<file path="config.mk">
export PLATFORM = sky130hd
export DESIGN_NAME = rpa_front
export DESIGN_NICKNAME = d
export VERILOG_FILES = /design/src/sv/refcounted_page_allocator_defines.svh /design/src/sv/rpa_pkg.sv /design/src/sv/rpa_front.sv
export SDC_FILE = /design/constraint.sdc
export NUM_CORES = 1
export LEC_CHECK = 0
export BUFFER_PORTS_ARGS = -buffer_cell sky130_fd_sc_hd__clkbuf_2
export CAP_MARGIN = 10
export CORE_ASPECT_RATIO = 0.6
export CORE_MARGIN = 2
export CORE_UTILIZATION = 50
export DETAILED_ROUTE_END_ITERATION = 8
export PLACE_DENSITY = 0.92
export SKIP_LAST_GASP = 1
export SYNTH_ARGS = -nofsm -noshare
export SYNTH_HDL_FRONTEND = slang
export SYNTH_SLANG_ARGS = --single-unit
</file>
<file path="constraint.sdc">
create_clock -name vclk -period 2.6
set_input_delay 0.13 -clock vclk [all_inputs]
set_output_delay 0.13 -clock vclk [all_outputs]
set_load 0.03 [all_outputs]
</file>
<file path="src/sv/refcounted_page_allocator_defines.svh">
// Assertion macros shared by the page allocator.
// Each macro expects clk and rst_n to be visible where it is used.
`ifndef REFCOUNTED_PAGE_ALLOCATOR_DEFINES_SVH
`define REFCOUNTED_PAGE_ALLOCATOR_DEFINES_SVH

// Same-cycle implication, checked outside reset.
`define RPA_ASSERT_IMPLY(label, ante, cons) \
    label: assert property (@(posedge clk) disable iff (!rst_n) (ante) |-> (cons)) \
        else $error("page allocator check failed");

// Next-cycle implication, checked outside reset.
`define RPA_ASSERT_NEXT(label, ante, cons) \
    label: assert property (@(posedge clk) disable iff (!rst_n) (ante) |=> (cons)) \
        else $error("page allocator check failed");

`endif

</file>
<file path="src/sv/rpa_pkg.sv">
`timescale 1ns / 1ps

package rpa_pkg;

    // Operation codes on the input
    localparam logic [1:0] OP_ALLOC = 2'd0;
    localparam logic [1:0] OP_FREE  = 2'd1;
    localparam logic [1:0] OP_SEED  = 2'd2;

    // Status codes on the result
    localparam logic [1:0] STATUS_OK    = 2'd0;
    localparam logic [1:0] STATUS_EMPTY = 2'd1;
    localparam logic [1:0] STATUS_BAD   = 2'd2;
    localparam logic [1:0] STATUS_ZERO  = 2'd3;

    // Configuration register indexes
    localparam logic REG_BASE = 1'b0;
    localparam logic REG_TOP  = 1'b1;

    localparam int unsigned ADDR_W      = 32;
    localparam int unsigned COUNT_W     = 8;
    localparam int unsigned QUEUE_DEPTH = 2;

    localparam logic [ADDR_W-1:0] BASE_RESET = 32'h0000_0000;
    localparam logic [ADDR_W-1:0] TOP_RESET  = 32'h0040_0000;

    // Classified command handed from the front to the back
    typedef enum logic [2:0] {
        K_ALLOC,
        K_FREE,
        K_SEED,
        K_BAD,
        K_NOP
    } kind_t;

    localparam int unsigned KIND_W = $bits(kind_t);

    // Back-end sequencer states
    typedef enum logic [2:0] {
        S_CLEAR = 3'b001,
        S_IDLE  = 3'b010,
        S_EXEC  = 3'b100
    } back_state_t;

endpackage

</file>
<file path="src/sv/rpa_front.sv">
`timescale 1ns / 1ps

module rpa_front import rpa_pkg::*; #(
    parameter int unsigned NUM_PAGES  = 1024,
    parameter int unsigned PAGE_SHIFT = 12
) (
    input  logic                         start,
    input  logic [1:0]                   operation,
    input  logic [ADDR_W-1:0]            address,
    input  logic [ADDR_W-1:0]            base_address,
    input  logic [ADDR_W-1:0]            top_address,
    input  logic                         clearing,
    input  logic                         queue_full,
    output logic                         busy,
    output logic                         push,
    output kind_t                        kind,
    output logic [$clog2(NUM_PAGES)-1:0] idx
);

    localparam int unsigned PW = $clog2(NUM_PAGES);

    logic [ADDR_W-1:0] diff;
    logic [ADDR_W:0]   page_num;
    logic              aligned;
    logic              in_range;

    // Hold off new items during the count clear and while the queue is full
    assign busy = clearing | queue_full;
    assign push = start & ~busy;

    // Check alignment and bounds, derive the page number
    assign diff     = address - base_address;
    assign page_num = {1'b0, diff} >> PAGE_SHIFT;
    assign aligned  = (address[PAGE_SHIFT-1:0] == '0);
    assign in_range = (address >= base_address) && (address < top_address)
                      && (page_num < (ADDR_W + 1)'(NUM_PAGES));
    assign idx      = page_num[PW-1:0];

    // Classify the operation
    always_comb
    begin
        unique case (operation)
            OP_ALLOC: kind = K_ALLOC;
            OP_FREE:  kind = (aligned && in_range) ? K_FREE : K_BAD;
            OP_SEED:  kind = (aligned && in_range) ? K_SEED : K_BAD;
            default:  kind = K_NOP;
        endcase
    end

endmodule

</file>
==> impl_metrics.tcl <==
set metrics [dict create \
    fillers 419 \
    num_vias 3708 \
    crit_arrival_ns 2.47 \
    start_util_pct 51.2 \
    num_rows 21 \
    firstDrtPassIters 5 \
    post_drt_wl_per_cell_microns 15.7 \
    finalCritPeriodShare_pct 100 \
    antenna_found_initial 0 \
    io_pins 116 \
    clkbuf_count 0 \
    setup_viol 0 \
    pwr-share-clk_pct 0 \
    powerDensity_nw_per_um2 244 \
    slew_viol_final 0 \
    critPathMaxStageDelay_ns 0.43 \
    drc_errors 0 \
    worst-path-buf-inv 3 \
    drv_cap 0 \
    grtUsageTotal_pct 28.4 \
    pwr-share-comb_pct 100.0 \
    place_area_sq_um 3710 \
    overflow 0 \
    fin_hold_ws_ns 0.581 \
    period_minus_slack_ns 2.60 \
    hold_viol 0 \
    startpoint_type "input port" \
    grt_pass1_vias 3204 \
    seq_cells 0 \
    p_int_w 0.000456 \
    seq_area_frac_synth_pct 0 \
    cts_hold_buf 0 \
    fin_ws_ns 0.000473 \
    netlist.area_leader.share_pct 28.0 \
    via_per_inst 5.85 \
    yosysTopAreaCell "ha_1" \
    regArea_sq_um 0 \
    antenna_left 0 \
    drt-initial-drc-count 237 \
    seq_power_share_pct 0 \
    dieArea_sq_um 6260 \
    synth.area.top_cells "ha_1 (28%), inv_1 (9.5%), a21oi_1 (8.0%)" \
    p_leak_nw 2.20 \
    drive_above_1_share_pct 40.2 \
    worstMarginPinSlew_ns 0.366 \
    syn_area_per_cell_sq_um 6.77 \
    grt_pass1_wl_microns 14400 \
    nets 731 \
    layout-area-overhead-vs-synth_pct 49.3 \
    hold_path_class "input port to output port" \
    place_ws_ns -0.316 \
    insertedDiodeCount 0 \
    max_slew_margin_pct 75.4 \
    worstSetupEndpointType "output port" \
    crit_path_cell_trace "clkbuf_2 -> inv_1 -> ha_4 -> a2111oi_4 -> o31ai_2 -> a2111o_1 -> a21oi_4 -> o211ai_1 -> a2111oi_4 -> a41oi_2 -> clkbuf_8" \
    core_area_sq_um 5490 \
    synthesis.nets 579 \
    netlist_area_sq_um 2810 \
    critPathRequiredTime_ns 2.47 \
    dp_hpwl_microns 7760 \
    design_area_sq_um 4200 \
    path_delay_family "compound AO/OA/AOI/OAI gates" \
    status "complete, no violations" \
    dpl.cell_count 626 \
    max_freq_mhz 385 \
    swShare_pct 55.4 \
    numPortBuffers 116 \
    synthCells 415 \
    power.switching_w 0.000567 \
    crit_type "input port to output port" \
    ys_warn_count 0 \
    globalplace.congestion 0.961 \
    finalNonFillerCells 634 \
    grt_max_degree 12 \
    ys_types 58 \
    die_h_microns 62.1 \
    crit_fanout 2 \
    post-route-util_pct 76.4 \
    cp_common_cell "a2111oi_4" \
    drt-total-wl_microns 9940 \
    die_w_microns 101 \
    ir_drop_mv 0.205 \
    crit_slowest_cell "a2111o_1" \
]
[final timing paths]
check / start / endpoint / slack [ns] / cells after the start
setup / recovery: top_address[1] / kind[1] / 0.0005 / 11
hold / removal: start / push / 0.58 / 4
[timing repair]
item                       in CTS  in global routing
setup endpoints to repair       2                  3
gates resized for setup        26                 59
buffers inserted                2                  6
pin swaps                      12                 25
[layout make-up]
| type | instances | area [sq um] | area share (%) |
|---|---|---|---|
| timing repair buffer | 162 | 977 | 23.3 |
| multi-input combinational | 332 | 2870 | 68.3 |
| inverter | 71 | 267 | 6.35 |
| tap | 69 | 86.3 | 2.06 |
[cell usage after synthesis (7+ instances only)]
library cell   n
nor2_1        21
inv_1         71
o21a_1         8
o211ai_1       7
nand2_1       26
ha_1          63
o21ai_0       23
a21o_1        15
nand4_1       14
xnor2_1        8
nor3_1         8
a21oi_1       45
nand3_1        9
and3_1        10
a31oi_1        9
[stage by stage]
stage / power, W / setup TNS, ns
after global placement: 0.000840 / -0.544
final: 0.00102 / 0
after detailed placement: 0.000863 / -0.592
after floorplan: 0.000549 / 0
after CTS: 0.000915 / 0
after global routing: 0.00111 / -0.0988
[metal layers]
layer	track usage (%)	part of all wire [%]
met5	0	0
met4	3.72	1.6
met3	1.23	7.8
met2	50.6	46
met1	39.9	45
[kinds of logic after synthesis]
| kind of cell | share of synthesized area [%] |
|---|---|
| AND/OR/NAND/NOR | 20.5 |
| XOR/XNOR | 4.05 |
| adder cells (fa/ha/maj) | 28.1 |
| multiplexers | 1.51 |
| buffers and inverters | 11.4 |
| AO/OA/AOI/OAI | 34.5 |
[power by group through the flow]
stage               Combinational, W  Sequential, W  Clock, W
CTS                         0.000915              0         0
global route                 0.00111              0         0
detailed placement          0.000863              0         0
global placement            0.000840              0         0
floorplan                   0.000549              0         0
finish                       0.00102              0         0
[cell usage in the layout, fill, tap and decap left out, types with 3 or more instances in the layout]
cell       instances
a211oi_2           3
xnor2_1            8
nor3_1             6
clkbuf_2         107
ha_1              45
buf_6              5
buf_4             46
o21ai_0           15
a21oi_1           36
a31oi_1            6
nand2_1           26
a31oi_2            3
and3_1            10
nand2b_1           5
nand4_1           14
xor2_1             5
ha_4              17
a2111oi_4          3
nor2_1            20
o211ai_1           7
inv_2              4
o21ai_2            4
o21ai_1            6
o21a_1             8
inv_1             67
nand3_1            9
a21o_1            15
a21oi_2            9
(Power assumes the default switching activity.)
