--- src/sv/refcounted_page_allocator_defines.svh ---
// Assertion macros shared by the page allocator.
// Each macro expects clk and rst_n to be visible where it is used.
`ifndef REFCOUNTED_PAGE_ALLOCATOR_DEFINES_SVH
`define REFCOUNTED_PAGE_ALLOCATOR_DEFINES_SVH

// Same-cycle implication, checked outside reset.
`define RPA_ASSERT_IMPLY(label, ante, cons) \
    label: assert property (@(posedge clk) disable iff (!rst_n) (ante) |-> (cons)) \
        else $error("page allocator check failed");

// Next-cycle implication, checked outside reset.
`define RPA_ASSERT_NEXT(label, ante, cons) \
    label: assert property (@(posedge clk) disable iff (!rst_n) (ante) |=> (cons)) \
        else $error("page allocator check failed");

`endif

--- src/sv/rpa_pkg.sv ---
`timescale 1ns / 1ps

package rpa_pkg;

    // Operation codes on the input
    localparam logic [1:0] OP_ALLOC = 2'd0;
    localparam logic [1:0] OP_FREE  = 2'd1;
    localparam logic [1:0] OP_SEED  = 2'd2;

    // Status codes on the result
    localparam logic [1:0] STATUS_OK    = 2'd0;
    localparam logic [1:0] STATUS_EMPTY = 2'd1;
    localparam logic [1:0] STATUS_BAD   = 2'd2;
    localparam logic [1:0] STATUS_ZERO  = 2'd3;

    // Configuration register indexes
    localparam logic REG_BASE = 1'b0;
    localparam logic REG_TOP  = 1'b1;

    localparam int unsigned ADDR_W      = 32;
    localparam int unsigned COUNT_W     = 8;
    localparam int unsigned QUEUE_DEPTH = 2;

    localparam logic [ADDR_W-1:0] BASE_RESET = 32'h0000_0000;
    localparam logic [ADDR_W-1:0] TOP_RESET  = 32'h0040_0000;

    // Classified command handed from the front to the back
    typedef enum logic [2:0] {
        K_ALLOC,
        K_FREE,
        K_SEED,
        K_BAD,
        K_NOP
    } kind_t;

    localparam int unsigned KIND_W = $bits(kind_t);

    // Back-end sequencer states
    typedef enum logic [2:0] {
        S_CLEAR = 3'b001,
        S_IDLE  = 3'b010,
        S_EXEC  = 3'b100
    } back_state_t;

endpackage

--- src/sv/rpa_queue.sv ---
`timescale 1ns / 1ps

module rpa_queue import rpa_pkg::*; #(
    parameter int unsigned WIDTH = 13
) (
    input  logic             clk,
    input  logic             rst_n,
    input  logic             push,
    input  logic [WIDTH-1:0] wdata,
    input  logic             pop,
    output logic [WIDTH-1:0] rdata,
    output logic             valid,
    output logic             full
);

    localparam int unsigned QAW = $clog2(QUEUE_DEPTH);
    localparam int unsigned QCW = $clog2(QUEUE_DEPTH + 1);

    logic [WIDTH-1:0] entry_reg [QUEUE_DEPTH];
    logic [QAW-1:0]   wr_ptr_reg, wr_ptr_next;
    logic [QAW-1:0]   rd_ptr_reg, rd_ptr_next;
    logic [QCW-1:0]   cnt_reg, cnt_next;

    assign valid = (cnt_reg != '0);
    assign full  = (cnt_reg == QCW'(QUEUE_DEPTH));
    assign rdata = entry_reg[rd_ptr_reg];

    // Advance pointers and occupancy
    always_comb
    begin
        wr_ptr_next = wr_ptr_reg;
        rd_ptr_next = rd_ptr_reg;
        if (push)
        begin
            wr_ptr_next = (wr_ptr_reg == QAW'(QUEUE_DEPTH - 1)) ? '0 : wr_ptr_reg + 1'b1;
        end
        if (pop)
        begin
            rd_ptr_next = (rd_ptr_reg == QAW'(QUEUE_DEPTH - 1)) ? '0 : rd_ptr_reg + 1'b1;
        end
        cnt_next = cnt_reg + QCW'(push) - QCW'(pop);
    end

    always_ff @(posedge clk or negedge rst_n)
    begin
        if (!rst_n)
        begin
            wr_ptr_reg <= '0;
            rd_ptr_reg <= '0;
            cnt_reg    <= '0;
        end
        else
        begin
            wr_ptr_reg <= wr_ptr_next;
            rd_ptr_reg <= rd_ptr_next;
            cnt_reg    <= cnt_next;
        end
    end

    // Store the pushed item
    always_ff @(posedge clk)
    begin
        if (push)
        begin
            entry_reg[wr_ptr_reg] <= wdata;
        end
    end

endmodule

--- config.mk ---
export PLATFORM = sky130hd
export DESIGN_NAME = rpa_queue
export DESIGN_NICKNAME = d
export VERILOG_FILES = /design/src/sv/refcounted_page_allocator_defines.svh /design/src/sv/rpa_pkg.sv /design/src/sv/rpa_queue.sv
export SDC_FILE = /design/constraint.sdc
export NUM_CORES = 1
export LEC_CHECK = 0
export ABC_AREA = 1
export BUFFER_PORTS_ARGS = -buffer_cell sky130_fd_sc_hd__buf_2
export CORE_ASPECT_RATIO = 0.5
export CORE_MARGIN = 5
export CORE_UTILIZATION = 30
export DETAILED_ROUTE_END_ITERATION = 6
export PLACE_DENSITY_LB_ADDON = 0.25
export SLEW_MARGIN = 20
export SYNTH_ARGS = -nofsm -noshare
export SYNTH_HDL_FRONTEND = slang
export SYNTH_SLANG_ARGS = --single-unit
--- constraint.sdc ---
create_clock -name clk -period 1.81 [get_ports clk]
set_input_delay 0.181 -clock clk [delete_from_list [all_inputs] [get_ports clk]]
set_output_delay 0.181 -clock clk [all_outputs]
set_load 0.005 [all_outputs]
==> impl_metrics.json, run 1 <==
{
  "final_antenna_net_count": 0,
  "rows": 16,
  "io_pins": 32,
  "portBuffers": 31,
  "multiInputGateArea_um2": 221,
  "yosysSeqAreaShare_pct": 72.2,
  "vdd_ir_drop_max_v": 0.000317,
  "avgSynthCellArea_um2": 13.1,
  "start_util_pct": 31.3,
  "routedWlPerCell_um": 10.5,
  "cts_made_buffers": 5,
  "drtIter0Drc": 17,
  "tns_ns": 0,
  "p_leak_uw": 0.000676,
  "synth_cell_types": 12,
  "yosys_register_bits": 30,
  "min_path_cells": 1,
  "clock_latency_ns": 0.27,
  "path_class": "flip-flop to output pin",
  "hold_violations": 0,
  "hp-start": "wdata[10]",
  "setup_viol": 0,
  "vias": 729,
  "globalRouteTotalUtil_pct": 8.26,
  "htree_levels": 2,
  "final_common_cell": "buf_2",
  "max_freq_mhz": 676,
  "netlist_area_um2": 1220,
  "drc": 0,
  "root_buffer": "clkbuf_8",
  "reg2reg_slack_ns": 0.61,
  "antenna_cells": 0,
  "hold_path_end": "entry_reg[1][10]",
  "rsz0062_at_grt": "no",
  "viasPerCell": 3.94,
  "yosysWarnings": 0,
  "hold_path_class": "primary input to flip-flop",
  "wirelength_mm": 1.94,
  "synth.net_count": 112,
  "die_width_um": 100,
  "grt_pass1_vias": 722,
  "status": "finished clean",
  "die_h_um": 55.1,
  "drive_gt1_share_pct": 35.1,
  "cp.required_ns": 1.63,
  "cap_violations": 0,
  "final_cell_mix": "buf_2 (31), edfxtp_1 (26), inv_1 (20), nand2_1 (20), o21ai_2 (7)",
  "dp.final_hpwl_mm": 1.34,
  "grt.overflow.total": 0,
  "place_congestion": 0.661,
  "finalWorstPathRequiredPeriod_ns": 1.48,
  "antenna_found_initial": 0,
  "nFillCells": 407,
  "max-slew-margin-rel_pct": 64.1,
  "grt_pass1_wl_mm": 3.24,
  "core_area_um2": 3900,
  "seqCellArea_um2": 882,
  "finalClockSkew_ns": 0.00404,
  "tritoncts": "built",
  "post_cts_buffers": 0,
  "die_area_um2": 5520,
  "dr.pass1.iters": 2,
  "dpl_worst_slack_ns": 0.297,
  "drv_slew": 0,
  "r2r_cells": 2,
  "fin_ws_ns": 0.332,
  "clock_sinks": 30,
  "power_density_nw_per_um2": 1410,
  "path_clk_slew_ns": 0.06,
  "cp-end-kind": "output pin",
  "largest_reg_flops": 26,
  "arrival_ns": 1.30,
  "final_nets": 149,
  "crit_path_start_kind": "flip-flop",
  "r2r-end": "entry_reg[1][7]",
  "grt_max_degree": 28,
  "period_share_pct": 81.7,
  "crit_fanout": 27,
  "syn_inst": 93,
  "tightestPinTransition_ns": 0.538,
  "cts_buffer_depth": 2,
  "area_delta_synth_final_pct": 23.0,
  "rr_startpoint": "wr_ptr_reg"
}
[synth_stat cells, drive strengths merged]
cell type,number,share of area (%)
dfrtp,4,8.2
nor2,2,0.62
nand3,1,0.41
xor2,2,1.4
inv,20,6.2
edfxtp,26,64
ha,2,2.1
nand2,20,6.2
buf,3,3.5
o21ai,13,7.5
[worst max-delay path by stage]
| stage | start | endpoint | slack (ns) | cells past startpoint |
|---|---|---|---|---|
| floorplan | wr_ptr_reg | entry_reg[0][0] | 0.45 | 1 |
| global placement | rd_ptr_reg | rdata[3] | 0.28 | 2 |
| detailed placement | rd_ptr_reg | rdata[3] | 0.30 | 2 |
| CTS | rd_ptr_reg | rdata[6] | 0.29 | 3 |
| global route | rd_ptr_reg | rdata[2] | 0.16 | 3 |
| finish | rd_ptr_reg | rdata[6] | 0.33 | 3 |
[report_power, final]
part / leakage, uW / switching (uW) / internal, uW
Sequential: 0.000290 / 138 / 933
Combinational: 0.000343 / 294 / 259
Clock: 0.0000426 / 223 / 263
Total: 0.000676 / 655 / 1460
[final cells by class]
cell class / count / share of cell area, %
clock buffer: 6 / 4.84
clock inverter: 2 / 0.584
inverter: 20 / 5.00
multi-input combinational: 40 / 14.8
sequential: 30 / 58.8
tap: 54 / 4.50
timing repair buffer: 33 / 11.5
[worst max-delay path: stages (launching register included)]
cell	delay (ns)
dfrtp_2	0.69
nand2_1	0.12
o21ai_2	0.08
buf_2	0.13
[layer usage]
| layer | share of wire (%) | GRT usage [%] | up-vias | wire length, um |
|---|---|---|---|---|
| met2 | 52 | 14.3 | 14 | 1010 |
| met4 | 2.3 | 7.38 | 0 | 45 |
| li1 | - | - | 375 | - |
| met3 | 5.9 | 3.50 | 4 | 115 |
| met1 | 39 | 7.95 | 336 | 764 |
| met5 | 0 | 0 | - | 0 |
[per-stage QoR]
| step | utilization, % | total power, uW | instances | instance area [um2] | hold WS [ns] |
|---|---|---|---|---|---|
| finish | 38.4 | 2110 | 185 | 1500 | 0.0963 |
| detailed placement | 36.1 | 1660 | 176 | 1410 | -0.00349 |
| floorplan | - | 1480 | 93 | 1220 | -0.115 |
| global route | 38.4 | 2300 | 185 | 1500 | 0.0770 |
| global placement | 36.1 | 1650 | 176 | 1410 | -0.00270 |
| CTS | 38.4 | 2160 | 185 | 1500 | 0.0828 |
[what timing repair did]
| action | in CTS | in global routing |
|---|---|---|
| hold endpoints to repair | 4 | 0 |
| hold buffers | 1 | 0 |
| endpoints found under the setup margin | 10 | 0 |
| resized for setup | 1 | 0 |
[kinds of logic (layout without fill, tap and decap cells)]
group	count (synthesis)	after routing	synth area share, %
compound gates	13	13	7.49
xor+xnor	2	2	1.44
fa+ha+maj	2	2	2.05
buf+inv	23	61	9.64
flops	30	30	72.2
simple gates	23	23	7.18
Note: power is estimated with default switching activity, not from simulation.
==> inputs of run 2 (changes only) <==
==> constraint.sdc (replaced) <==
create_clock -name clk -period 1.3 [get_ports clk]
set_input_delay 0.13 -clock clk [delete_from_list [all_inputs] [get_ports clk]]
set_output_delay 0.13 -clock clk [all_outputs]
set_load 0.005 [all_outputs]
==> run 2 against run 1 <==
Wire length up 8.1%; sequential share of layout area decreased by 4.8 points; core utilization is 3.4 points higher; count of clock-buffer cells in the layout is the same; register-to-register slack worse by 0.42 ns.
==> impl_metrics.json, run 2 (synthesis results as in run 1) <==
{
  "status": "finished clean",
  "dp.final_hpwl_mm": 1.46,
  "die_h_um": 55.1,
  "die_area_um2": 5520,
  "io_pins": 32,
  "largest_reg_flops": 26,
  "min_path_cells": 1,
  "r2r_cells": 7,
  "final_nets": 157,
  "max-slew-margin-rel_pct": 87.8,
  "p_leak_uw": 0.000737,
  "hold_path_class": "primary input to flip-flop",
  "antenna_cells": 0,
  "cp-end-kind": "output pin",
  "rsz0062_at_grt": "yes",
  "cts_buffer_depth": 2,
  "tightestPinTransition_ns": 0.182,
  "drv_slew": 0,
  "cap_violations": 0,
  "antenna_found_initial": 0,
  "crit_path_start_kind": "flip-flop",
  "vdd_ir_drop_max_v": 0.000561,
  "portBuffers": 31,
  "rows": 16,
  "hold_violations": 0,
  "tritoncts": "built",
  "finalClockSkew_ns": 0.00319,
  "clock_latency_ns": 0.27,
  "grt_pass1_wl_mm": 3.26,
  "utilization_pct": 41.8,
  "die_width_um": 100,
  "period_share_pct": 98.1,
  "globalRouteTotalUtil_pct": 8.50,
  "vias": 752,
  "setup_viol": 0,
  "path_class": "flip-flop to output pin",
  "final_common_cell": "buf_2",
  "htree_levels": 2,
  "cts_made_buffers": 5,
  "place_congestion": 0.644,
  "grt_pass1_vias": 719,
  "grt.overflow.total": 0,
  "drtIter0Drc": 20,
  "drc": 0,
  "drive_gt1_share_pct": 48.9,
  "final_antenna_net_count": 0,
  "viasPerCell": 3.90,
  "routedWlPerCell_um": 10.8,
  "final_cell_mix": "buf_2 (31), edfxtp_1 (26), inv_1 (20)",
  "area_delta_synth_final_pct": 33.8,
  "tns_ns": 0,
  "arrival_ns": 1.15,
  "core_area_um2": 3900,
  "grt_max_degree": 15,
  "path_clk_slew_ns": 0.06,
  "start_util_pct": 31.3,
  "max_freq_mhz": 784,
  "cp.required_ns": 1.17,
  "crit_fanout": 7,
  "root_buffer": "clkbuf_8",
  "wirelength_mm": 2.09,
  "power_density_nw_per_um2": 2040,
  "finalWorstPathRequiredPeriod_ns": 1.28,
  "dr.pass1.iters": 3,
  "clock_sinks": 30
}
[run 2: changes by cell type in the layout (fill, tap and decap cells not counted)]
cell	previous run	this run
nand2_1	20	12
nand2_2	0	7
o21ai_0	6	0
buf_4	1	5
o21ai_2	7	11
buf_6	0	3
buf_8	0	1
nand2_4	0	1
nor2_1	2	1
nor2_2	0	1
o21ai_1	0	1
o21ai_4	0	1
[run 2: report_power, final]
part	internal [uW]	total, uW	switching (uW)
registers	1300	1410	109
logic	595	1230	637
clock network	366	682	316
total	2260	3320	1060
[run 2: per-stage QoR]
stage / instance area (um2) / setup WS [ns] / std cells / hold WS [ns] / total power (uW)
after floorplan: 1220 / 0.140 / 93 / -0.166 / 2070
after global placement: 1460 / 0.220 / 182 / -0.0575 / 2410
after global routing: 1630 / -0.0166 / 193 / 0.0280 / 3590
after detailed placement: 1460 / 0.200 / 182 / -0.0561 / 2420
after CTS: 1550 / 0.00929 / 191 / 0.0302 / 3150
final: 1630 / 0.0246 / 193 / 0.0401 / 3320
[run 2: what timing repair did]
item | in CTS | in global routing
cloned | 0 | 1
hold buffers | 1 | 0
buffers inserted | 0 | 1
endpoints found under the setup margin | 4 | 11
resized for setup | 3 | 26
pin swaps | 0 | 7
endpoints found under the hold margin | 4 | 0
[run 2: path summary, 6_finish.rpt]
kind / startpoint / to / slack [ns]
setup / recovery: rd_ptr_reg / rdata[1] / 0.02
hold / removal: wdata[7] / entry_reg[0][7] / 0.04
setup reg to reg: cnt_reg[0] / cnt_reg[1] / 0.19
hold reg to reg: wr_ptr_reg / wr_ptr_reg / 0.51
max in group asynchronous: rst_n / rd_ptr_reg / 0.97
min in group asynchronous: rst_n / cnt_reg[0] / 0.19
[run 2: per-layer routing]
layer	share of wire [%]	global-route usage [%]	up-vias	wire, um
met4	3.2	6.71	0	67
met5	0	0	-	0
met3	6.1	4.01	7	127
met1	41	8.51	340	850
li1	-	-	391	-
met2	50	14.3	14	1050
[run 2: worst max-delay path, cell delays in order, from the launching register on]
cell and delay, ns:
dfrtp_2 0.46, buf_6 0.17, nand2_1 0.08, o21ai_2 0.05
buf_2 0.12
[run 2: area by class of cell]
cell class | count | area [um2]
Fill cell | 382 | 2270
Sequential cell | 30 | 882
Multi-Input combinational cell | 40 | 275
Timing Repair Buffer | 41 | 251
Inverter | 20 | 75.1
Clock buffer | 6 | 72.6
Tap cell | 54 | 67.6
Clock inverter | 2 | 8.76
==> inputs of run 3 (changes only) <==
--- a/config.mk
+++ b/config.mk
@@ -8,7 +8,7 @@
 export ABC_AREA = 1
 export BUFFER_PORTS_ARGS = -buffer_cell sky130_fd_sc_hd__buf_2
 export CORE_ASPECT_RATIO = 0.5
-export CORE_MARGIN = 5
+export CORE_MARGIN = 2
 export CORE_UTILIZATION = 30
 export DETAILED_ROUTE_END_ITERATION = 6
 export PLACE_DENSITY_LB_ADDON = 0.25
==> run 3 against run 2 <==
Global-route usage is 1.1 points higher; count of clock-buffer cells in the layout is 1 lower; sequential share of layout area is 2.5 points higher; clock power is 2% higher; largest cell class unchanged; highest routed layer unchanged.
==> impl_metrics.json, run 3 (synthesis results as in run 1) <==
{
  "multiInputGateArea_um2": 226,
  "seqCellArea_um2": 881,
  "path_buf_inv": 2,
  "start_util_pct": 31.3,
  "hold_path_end": "entry_reg[1][8]",
  "max-slew-margin-rel_pct": 88.1,
  "critical_path.startpoint": "rd_ptr_reg",
  "tritoncts": "built",
  "io_pins": 32,
  "nFillCells": 384,
  "antenna_cells": 0,
  "die_h_um": 49.1,
  "dr.pass1.iters": 5,
  "finalWorstPathRequiredPeriod_ns": 1.23,
  "r2r_cells": 6,
  "r2r-end": "cnt_reg[1]",
  "critical-path-top-delay-family": "flip-flops",
  "hold_path_class": "primary input to flip-flop",
  "setup_viol": 0,
  "drv_slew": 0,
  "status": "finished clean",
  "viasPerCell": 3.99,
  "largest_reg_flops": 26,
  "path_clk_slew_ns": 0.06,
  "final_antenna_net_count": 0,
  "min_path_cells": 1,
  "grt_pass1_wl_mm": 3.23,
  "hp-start": "wdata[8]",
  "cap_violations": 0,
  "globalRouteTotalUtil_pct": 9.59,
  "drive_gt1_share_pct": 38.5,
  "vias": 754,
  "dp.final_hpwl_mm": 1.32,
  "post_dp_cell_area_um2": 1450,
  "crit_fanout": 13,
  "drtIter0Drc": 14,
  "vdd_ir_drop_max_v": 0.000646,
  "antenna_found_initial": 0,
  "final_area_um2": 1560,
  "clock_sinks": 30,
  "cp.required_ns": 1.17,
  "tns_ns": 0,
  "cts_buffer_depth": 2,
  "die_area_um2": 4620,
  "finalClockSkew_ns": 0.00687,
  "tightestPinTransition_ns": 0.179,
  "core_area_um2": 3900,
  "portBuffers": 31,
  "clock_latency_ns": 0.28,
  "place_congestion": 0.707,
  "crit_path_start_kind": "flip-flop",
  "grt.overflow.total": 0,
  "final_common_cell": "buf_2",
  "path_class": "flip-flop to output pin",
  "cp-end-kind": "output pin",
  "area_delta_synth_final_pct": 27.7,
  "routedWlPerCell_um": 9.85,
  "grt_pass1_vias": 741,
  "htree_levels": 2,
  "period_share_pct": 94.7,
  "grt_max_degree": 15,
  "final_cell_mix": "buf_2 (31), edfxtp_1 (26), inv_1 (20)",
  "p_leak_uw": 0.000702,
  "final_nets": 153,
  "rr_startpoint": "cnt_reg[0]",
  "root_buffer": "clkbuf_8",
  "power_density_nw_per_um2": 2000,
  "wirelength_mm": 1.86,
  "worst_path_largest_cell_delay_ns": 0.40,
  "drc": 0,
  "crit_slowest_cell": "dfrtp_1",
  "arrival_ns": 1.10,
  "rows": 16,
  "reg2reg_slack_ns": 0.17,
  "hold_violations": 0,
  "crit_chain": "buf_6 > o21ai_0 > buf_2",
  "max_freq_mhz": 813,
  "rsz0062_at_grt": "yes",
  "die_width_um": 94.2,
  "cts_made_buffers": 5
}
-- run 3: changes by cell type in the layout (fill, tap and decap cells not counted), sizes merged --
cell / change
clkbuf: -1
buf: -4
clkinvlp: +1
-- run 3: layout make-up --
cell class / count / share of cell area (%)
Sequential cell: 30 / 56.5
Multi-Input combinational cell: 40 / 14.5
Timing Repair Buffer: 37 / 14.3
Inverter: 20 / 4.82
Clock buffer: 5 / 4.42
Tap cell: 54 / 4.34
Clock inverter: 3 / 1.04
-- run 3: worst register-to-register path: cells and delay by family (launching register included) --
family        cells  cell delay, ns
flops             1            0.35
simple gates      2            0.15
buf+inv           2            0.10
fa+ha+maj         2            0.44
-- run 3: repair_timing --
item / 4_1_cts / 5_1_grt
hold buffers: 1 / 0
gates resized for setup: 2 / 6
endpoints found under the hold margin: 4 / 0
endpoints found under the setup margin: 2 / 13
buffers inserted: 0 / 1
-- run 3: per-layer routing --
metal | share of wire (%) | vias to the layer above | global-route usage (%) | routed length (um)
met3 | 6.6 | 6 | 3.86 | 123
li1 | - | 385 | - | -
met5 | 0 | - | 0 | 0
met1 | 43 | 343 | 10.4 | 793
met4 | 1.9 | 0 | 6.52 | 35
met2 | 49 | 20 | 15.5 | 910
-- run 3: worst max-delay path by stage --
stage | cells past startpoint | endpoint | slack [ns]
detailed placement | 7 | cnt_reg[1] | 0.17
finish | 3 | rdata[3] | 0.07
global placement | 6 | cnt_reg[1] | 0.22
CTS | 3 | rdata[12] | 0.01
global route | 4 | rdata[2] | -0.03
floorplan | 1 | entry_reg[0][0] | 0.14
-- run 3: stage by stage --
stage,utilization [%],total power [uW],cells,hold WS [ns],worst slack (ns)
floorplan,-,2070,93,-0.166,0.140
global placement,37.0,2370,179,-0.0538,0.224
detailed placement,37.0,2400,179,-0.0553,0.169
CTS,39.5,3130,188,0.0263,0.0132
global route,39.9,3380,189,0.0258,-0.0261
finish,39.9,3120,189,0.0380,0.0695
-- run 3: power breakdown --
group,switching (uW),internal (uW)
clock network,333,365
registers,79.1,1300
logic,557,484
